`src/hw/rtl/aep_queue.sv`:
```
`timescale 1ns / 1ps
module aep_queue #(
  parameter int WIDTH = 8,
  parameter int DEPTH = 2
) (
  input  logic             clk,
  input  logic             rst,
  input  logic             push,
  input  logic [WIDTH-1:0] wdata,
  output logic             full,
  input  logic             pop,
  output logic [WIDTH-1:0] rdata,
  output logic             empty
);

  localparam int PTR_W = (DEPTH > 1) ? $clog2(DEPTH) : 1;
  localparam int CNT_W = $clog2(DEPTH + 1);

  logic [WIDTH-1:0] mem [DEPTH];
  logic [PTR_W-1:0] wr_ptr, rd_ptr;
  logic [CNT_W-1:0] count;
  logic do_push, do_pop;

  assign full    = (count == CNT_W'(DEPTH));
  assign empty   = (count == '0);
  assign do_push = push && !full;
  assign do_pop  = pop && !empty;
  assign rdata   = mem[rd_ptr];

  always_ff @(posedge clk) begin
    if (do_push) begin
      mem[wr_ptr] <= wdata;
    end
  end

  always_ff @(posedge clk) begin
    if (rst) begin
      wr_ptr <= '0;
      rd_ptr <= '0;
      count  <= '0;
    end else begin
      if (do_push) begin
        wr_ptr <= (wr_ptr == PTR_W'(DEPTH - 1)) ? '0 : wr_ptr + 1'b1;
      end
      if (do_pop) begin
        rd_ptr <= (rd_ptr == PTR_W'(DEPTH - 1)) ? '0 : rd_ptr + 1'b1;
      end
      if (do_push && !do_pop) begin
        count <= count + 1'b1;
      end else if (do_pop && !do_push) begin
        count <= count - 1'b1;
      end
    end
  end

endmodule

```
`config.mk`:
```
export PLATFORM = sky130hd
export DESIGN_NAME = aep_queue
export DESIGN_NICKNAME = d
export VERILOG_FILES = /design/src/hw/rtl/aep_queue.sv
export SDC_FILE = /design/constraint.sdc
export NUM_CORES = 1
export LEC_CHECK = 0
export BUFFER_PORTS_ARGS = -buffer_cell sky130_fd_sc_hd__buf_2
export CORE_MARGIN = 5
export CORE_UTILIZATION = 35
export CTS_CLUSTER_DIAMETER = 100
export DETAILED_ROUTE_END_ITERATION = 8
export MAX_ROUTING_LAYER = met4
export PLACE_DENSITY = 0.67
export SYNTH_ARGS = -nofsm -noshare
export SYNTH_HDL_FRONTEND = slang
export SYNTH_SLANG_ARGS = --single-unit
```
`constraint.sdc`:
```
create_clock -name clk -period 1.65 [get_ports clk]
set_clock_uncertainty 0.15 [all_clocks]
set_input_delay 0.33 -clock clk [delete_from_list [all_inputs] [get_ports clk]]
set_output_delay 0.33 -clock clk [all_outputs]
set_load 0.01 [all_outputs]
```
==> results of run 1 <==
## area by class of cell
| cell class | count | area [um^2] | share of cell area, % |
|---|---|---|---|
| Clock buffer | 4 | 26.28 | 2.386 |
| Sequential cell | 21 | 589.3 | 53.52 |
| Timing Repair Buffer | 28 | 207.7 | 18.86 |
| Inverter | 2 | 7.507 | 0.6818 |
| Multi-Input combinational cell | 26 | 235.2 | 21.36 |
| Tap cell | 28 | 35.03 | 3.182 |
## layer usage
metal / vias up / wire length [um] / part of all wire [%] / track usage (%)
met5: - / 0 / 0 / -
li1: 242 / - / - / -
met1: 235 / 544 / 41 / 8.911
met4: 0 / 0 / 0 / 1.987
met3: 0 / 76 / 5.8 / 2.262
met2: 15 / 691 / 53 / 16.29
## where the power goes
part	switching [mW]	internal (mW)	leakage [nW]	total (mW)
clock	0.133	0.0937	0.0150	0.227
sequential	0.0827	0.690	0.192	0.773
combinational	0.247	0.392	0.254	0.639
total	0.463	1.18	0.461	1.64
## cell families (layout without fill, tap and decap cells)
| logic type | count (synthesis) | after routing | synth area share (%) |
|---|---|---|---|
| xor gates and xnor gates | 3 | 3 | 3.313 |
| DFF | 21 | 21 | 73.19 |
| buffers and inverters | 3 | 34 | 1.577 |
| and+or+nand+nor | 9 | 9 | 5.837 |
| adders and majority gates | 1 | 1 | 1.577 |
| AOI/OAI and AO/OA | 5 | 5 | 3.154 |
| muxes | 8 | 8 | 11.36 |
## cells in the final DEF (no fill, tap or decap), drive strengths merged
cell / n
buf: 28
a21oi: 2
clkbuf: 4
nor2b: 1
mux2: 8
ha: 1
o21ai: 3
and2: 1
nor2: 5
edfxtp: 16
dfxtp: 5
or3: 2
inv: 2
xor2: 3
## per-stage QoR
stage	total power [mW]	TNS [ps]	std cells	hold slack [ps]
finish	1.638	-48.38	109	79.18
CTS	1.636	-205.9	108	69.18
floorplan	1.031	0	50	249.1
global placement	1.231	0	104	329.7
global route	1.742	-439.2	109	59.13
detailed placement	1.248	-8.868	104	341.4
## critical path, delay by kind of cell (launching register included)
kind,cells,cell delay (ps)
mux,1,320
flops,1,450
buf+inv,1,120
## state kept, by name, indices dropped and copies added, names as in the netlist, named ones only
register / count
mem: 16
count: 2
rd_ptr: 1
wr_ptr: 1
## final timing paths
path | depth (start not counted) | start | slack [ps] | to
worst min-delay path | 1 | wdata[6] | 80 | mem[1][6]
worst max register to register | 5 | count[1] | 60 | count[1]
worst max-delay path | 2 | flop | -9 | rdata[0]
worst min register to register | 2 | rd_ptr | 370 | rd_ptr
## what timing repair did
item                       CTS  global route
pin swaps                    0             1
setup endpoints to repair    9             9
cloned                       0             0
resized for setup           21             2
hold buffers                 0             0
buffers inserted             0             1
==> flow_summary.toml, run 1 <==
[floorplanning]
dieArea_um2 = 3318
die_x_um = 57.61
row_count = 17
coreArea_um2 = 2191
ios = 22
die_y_um = 57.61
initial_core_util_pct = 36.21

[sta]
tightest_slew_ps = 181.3
fmax_mhz = 602.7
drv_slew = 0
rsz0062_at_grt = "true"
min_period_ps = 1659
worst_slack_ps = -9.155
max_slew_margin_pct = 87.83
finalHoldViolCount = 0
setup_viol = 8
fin_crit_sh_pct = 100.6

[placement]
place_area_um2 = 973.4
port_buffers = 21
dp_hpwl_um = 1026
dp_slack_ps = -8.868
gp_congestion = 0.6896

[cts]
cts_tree = "done"
cts.sinks = 21
numCtsBuffers = 3
clk_latency_ps = 280
cts_root_buf = "clkbuf_4"
clkTransAtPathRegs_ps = 110
htree_levels = 1
clk_path_buf_depth = 2

[cells_and_area]
nNetsFinal = 95
final_util_pct = 50.26
syn2layout_area_growth_pct = 38.80
n_antenna_cell = 0
fillerInstances = 199
layout-drive-gt1-share_pct = 53.09
design_area_um2 = 1101

[setup_path]
start_kind = "flop"
crit_path_end_kind = "output pin"
worstPathMaxFanout = 8
crit_arrival_ps = 1180
worstPathRequired_ps = 1170
cp_slowest_cell = "dfxtp_4"
crit_chain = "mux2_4 > buf_6"
criticalPathCategory = "reg2out"
cpPeakStageDelay_ps = 450

[synthesis]
syn_nets = 63
synth.avg_cell_area_um2 = 15.87
syn_inst = 50
ys_ff_latch = 21
synth_top_area_cell = "edfxtp_1"
ys_types = 13
ys_warn_count = 0
netlist_area_um2 = 793.3
yosysMostFrequentCell = "edfxtp_1"
synth_top_area_share_pct = 60.57
synth_flop_cell = "edfxtp_1"
synthTopCellsByArea = "edfxtp_1 (61%), dfxtp_1 (13%), mux2_2 (11%)"
ys_top_cells_by_count = "edfxtp_1 (16), mux2_2 (8), dfxtp_1 (5), nor2_1 (5)"
ys_seq_area_share_pct = 73.19
synth_async_sr_flop_share_pct = 0
synth_edf_count = 16

[outcome]
outcome = "finished, violations left"
violations = "negative setup slack"

[routing]
ant_nets = 0
drcViolationCount = 0
wl_um = 1312
dr.first_iter.drc_count = 7
vias = 492
via_per_inst = 4.514
drtPass1Iterations = 3
post_drt_wl_per_cell_um = 12.04

[power_and_ir_drop]
power.density_nw_per_um2 = 1488
p_leak_nw = 0.4610
vdd_drop_max_mv = 0.8043

[global_route]
grt_pass1_vias = 546
grt_max_degree = 12
antenna_found_initial = 0
grt_pass1_wl_um = 2194
overflow = 0
grt_use_total_pct = 8.691

[min_path]
hp-class = "in2reg"

[run]
drv_cap = 0
Note: power is estimated with default switching activity, not from simulation.
==> run 2: changes to the inputs <==
CORE_UTILIZATION = 44   (was 35)
PLACE_DENSITY = 0.8   (was 0.67)
==> run 2 against run 1 <==
  * The flow still finishes with violations (negative setup slack)
  * Critical endpoint is now rdata[5]
  * Largest power group unchanged
  * Wire length rose by 9.8%
  * Design area fell by 2.7%
  * Clock power rose by 7%
  * Sequential share of layout area rose by 1.5 points
  * First-iteration DRC count fell by 29%
  * Sequential power rose by 2%
==> flow_summary.toml, run 2 (synthesis gave the netlist of run 1 again) <==
[sta]
min_period_ps = 1674
setup_viol = 8
worst_slack_ps = -24.32
rsz0062_at_grt = "true"
fmax_mhz = 597.3
finalHoldViolCount = 0
tightest_slew_ps = 368.3
drv_slew = 0
fin_crit_sh_pct = 101.5
max_slew_margin_pct = 75.45

[floorplanning]
die_y_um = 52.46
coreArea_um2 = 1727
ios = 22
row_count = 15
die_x_um = 52.46
dieArea_um2 = 2752
initial_core_util_pct = 45.94

[routing]
via_per_inst = 4.670
dr.first_iter.drc_count = 5
ant_nets = 0
wl_um = 1441
drtPass1Iterations = 4
post_drt_wl_per_cell_um = 14.41
drcViolationCount = 0
vias = 467

[cells_and_area]
largest-register = "mem"
nNetsFinal = 89
regArea_um2 = 589.3
largest_register_ffs = 16
fillerInstances = 145
mostFrequentLayoutCell = "edfxtp_1"
syn2layout_area_growth_pct = 35.02
reg.largest.list = "mem (16), count (2)"
multi_input_area_um2 = 254.0
n_antenna_cell = 0
mostFrequentLayoutCells = "edfxtp_1 (16), buf_2 (13), mux2_4 (8), buf_6 (8), nor2_1 (4)"
layout-drive-gt1-share_pct = 53.33
stdcell_count = 100

[power_and_ir_drop]
internal_power_mw = 1.137
power.density_nw_per_um2 = 1517
power_mw = 1.625
clkPwrFrac_pct = 14.9
p_seq_share_pct = 48.3
combPwrFrac_pct = 36.8
vdd_drop_max_mv = 0.8149
p_sw_share_pct = 30.03
power_switching_mw = 0.4881
p_leak_nw = 0.4320

[global_route]
grt_use_total_pct = 12.04
grt_max_degree = 12
grt_pass1_vias = 479
antenna_found_initial = 0
overflow = 0
grt_pass1_wl_um = 2194

[outcome]
violations = "negative setup slack"
outcome = "finished, violations left"

[run]
drv_cap = 0

[setup_path]
crit_arrival_ps = 1190
start_kind = "flop"
crit_path_end_kind = "output pin"
worstPathMaxFanout = 8
worstPathRequired_ps = 1170
criticalPathCategory = "reg2out"

[placement]
dp_hpwl_um = 1042
gp_congestion = 0.6954
port_buffers = 21
dp.cells = 96

[cts]
clk_path_buf_depth = 2
htree_levels = 1
numCtsBuffers = 3
cts.sinks = 21
cts_tree = "done"
cts_root_buf = "clkbuf_4"
clkTransAtPathRegs_ps = 110
clk_latency_ps = 300

[min_path]
hp-class = "in2reg"
[run 2: critical path: stages, from the launching register on]
cell	delay [ps]
dfxtp_4	450
mux2_4	320
buf_6	120
[run 2: repair_timing]
| action | 4_1_cts | 5_1_grt |
|---|---|---|
| endpoints found under the setup margin | 9 | 9 |
| hold endpoints to repair | 0 | 0 |
| setup buffers | 0 | 0 |
| gates cloned | 0 | 0 |
| hold buffers | 0 | 0 |
| gates resized for setup | 22 | 4 |
[run 2: layout make-up]
cell class                      instances  share of cell area, %
Tap cell                               25                  2.921
Sequential cell                        21                  55.02
Timing Repair Buffer                   22                  15.19
Multi-Input combinational cell         26                  23.71
Inverter                                2                 0.7009
Clock buffer                            4                  2.453
[run 2: metrics by stage]
stage	hold WS (ps)	TNS, ps	instance area (um^2)	worst slack (ps)	util (%)
floorplan	249.1	0	793.3	8.144	-
global placement	327.5	0	932.1	52.54	53.99
detailed placement	335.7	-34.66	932.1	-34.66	53.99
CTS	52.35	-293.0	1050	-39.69	60.80
global route	38.45	-612.5	1071	-83.40	62.03
finish	60.62	-152.0	1071	-24.32	62.03
[run 2: layer usage]
layer | track usage (%) | vias to the layer above | part of all wire (%)
met4 | 7.660 | 0 | 0.69
met5 | - | - | 0
met1 | 13.48 | 219 | 37
li1 | - | 231 | -
met3 | 2.849 | 2 | 6.5
met2 | 19.21 | 15 | 56
[run 2: power groups by stage]
stage               combinational (mW)  clock (mW)  sequential [mW]
finish                           0.598       0.242            0.785
global route                     0.646       0.271            0.800
CTS                              0.573       0.247            0.779
detailed placement               0.438           0            0.761
global placement                 0.418           0            0.749
floorplan                        0.312           0            0.720
[run 2: worst paths after layout]
kind	slack, ps	depth (start not counted)	end	startpoint
max	-20	2	rdata[5]	flop
min	60	1	mem[1][2]	wdata[2]
max reg2reg	50	5	count[1]	count[1]
min reg2reg	350	2	wr_ptr	wr_ptr
==> run 3: changes to the inputs <==
REMOVE_ABC_BUFFERS = 1   (was default)
==> run 3 against run 2 <==
  * The flow still finishes with violations (negative setup slack)
  * Core utilization shrank 0.58 points
  * Sequential power shrank 2%
  * Worst setup slack gained 7.8 ps
  * First-iteration DRC count is the same
  * Wire length shrank 5.3%
==> flow_summary.toml, run 3 (synthesis gave the netlist of run 1 again) <==
[outcome]
outcome = "finished, violations left"
violations = "negative setup slack"

[global_route]
grt_use_total_pct = 10.84
antenna_found_initial = 0
grt_pass1_vias = 452
grt_max_degree = 13
grt_pass1_wl_um = 1973
overflow = 0

[setup_path]
criticalPathCategory = "reg2out"
start_kind = "flop"
r2r_slack_ps = 30
crit_path_end_kind = "output pin"
worstPathMaxFanout = 8
worstPathRequired_ps = 1170
crit_arrival_ps = 1190

[sta]
finalHoldViolCount = 0
setup_viol = 8
min_period_ps = 1667
drv_slew = 0
max_slew_margin_pct = 74.17
rsz0062_at_grt = "true"
worst_slack_ps = -16.52
hold_slack_ps = 66.64
fin_crit_sh_pct = 101.0
tightest_slew_ps = 387.4
fmax_mhz = 600.1
tns_ps = -68.59

[cts]
cts_tree = "done"
cts.sinks = 21
numCtsBuffers = 3
clk_latency_ps = 290
clk_path_buf_depth = 2
htree_levels = 1
clkTransAtPathRegs_ps = 110
cts_root_buf = "clkbuf_4"

[run]
drv_cap = 0

[power_and_ir_drop]
internal_power_mw = 1.124
power_switching_mw = 0.4633
power_mw = 1.588
clkPwrFrac_pct = 14.6
power.density_nw_per_um2 = 1496
vdd_drop_max_mv = 0.8891
p_seq_share_pct = 48.7
p_sw_share_pct = 29.18
p_leak_nw = 0.4383
combPwrFrac_pct = 36.7

[floorplanning]
die_y_um = 52.46
ios = 22
initial_core_util_pct = 45.94
coreArea_um2 = 1727
row_count = 15
dieArea_um2 = 2752
die_x_um = 52.46

[cells_and_area]
stdcell_count = 101
n_antenna_cell = 0
mostFrequentLayoutCells = "edfxtp_1 (16), buf_2 (13), mux2_4 (8), buf_6 (8), nor2_1 (4)"
largest-register = "mem"
design_area_um2 = 1061
mostFrequentLayoutCell = "edfxtp_1"
syn2layout_area_growth_pct = 33.75
largest_register_ffs = 16
layout-drive-gt1-share_pct = 52.63
final_util_pct = 61.45
reg.largest.list = "mem (16), count (2)"
nNetsFinal = 90

[routing]
vias = 474
wl_um = 1364
via_per_inst = 4.693
drtPass1Iterations = 4
ant_nets = 0
dr.first_iter.drc_count = 5
post_drt_wl_per_cell_um = 13.50
drcViolationCount = 0

[min_path]
hp-class = "in2reg"

[placement]
dp_hpwl_um = 927.2
dp.cells = 96
gp_congestion = 0.7087
port_buffers = 21
dp_slack_ps = -32.68
place_area_um2 = 932.1
[run 3: layout make-up]
type	instances	area, um^2
Fill cell	146	665.6
Sequential cell	21	586.8
Multi-Input combinational cell	26	237.7
Timing Repair Buffer	23	170.2
Tap cell	25	31.28
Clock buffer	3	22.52
Inverter	2	7.507
Clock inverter	1	5.005
[run 3: critical path, cell delays in order (launching register included)]
cell	delay [ps]
dfxtp_4	450
mux2_4	330
buf_6	120
[run 3: final timing paths]
kind         startpoint   endpoint  cells after the start
max                flop   rdata[7]                      2
min            wdata[6]  mem[0][6]                      1
max reg2reg    count[1]   count[1]                      5
min reg2reg      wr_ptr     wr_ptr                      2
[run 3: what timing repair did]
item	in CTS	in global routing
setup endpoints to repair	9	9
hold buffers	0	0
hold endpoints to repair	0	0
setup buffers	0	1
gates resized for setup	22	1
[run 3: power groups by stage]
stage | clock [mW] | combinational, mW | sequential, mW
detailed placement | 0 | 0.434 | 0.758
global placement | 0 | 0.419 | 0.749
global route | 0.262 | 0.631 | 0.784
floorplan | 0 | 0.287 | 0.738
finish | 0.232 | 0.583 | 0.773
CTS | 0.242 | 0.569 | 0.777
[run 3: layer usage]
layer	part of all wire, %	wire length (um)	track usage, %
met4	1.5	21	6.383
met1	41	559	11.38
met5	0	0	-
met2	50	682	17.77
met3	7.3	100	3.419
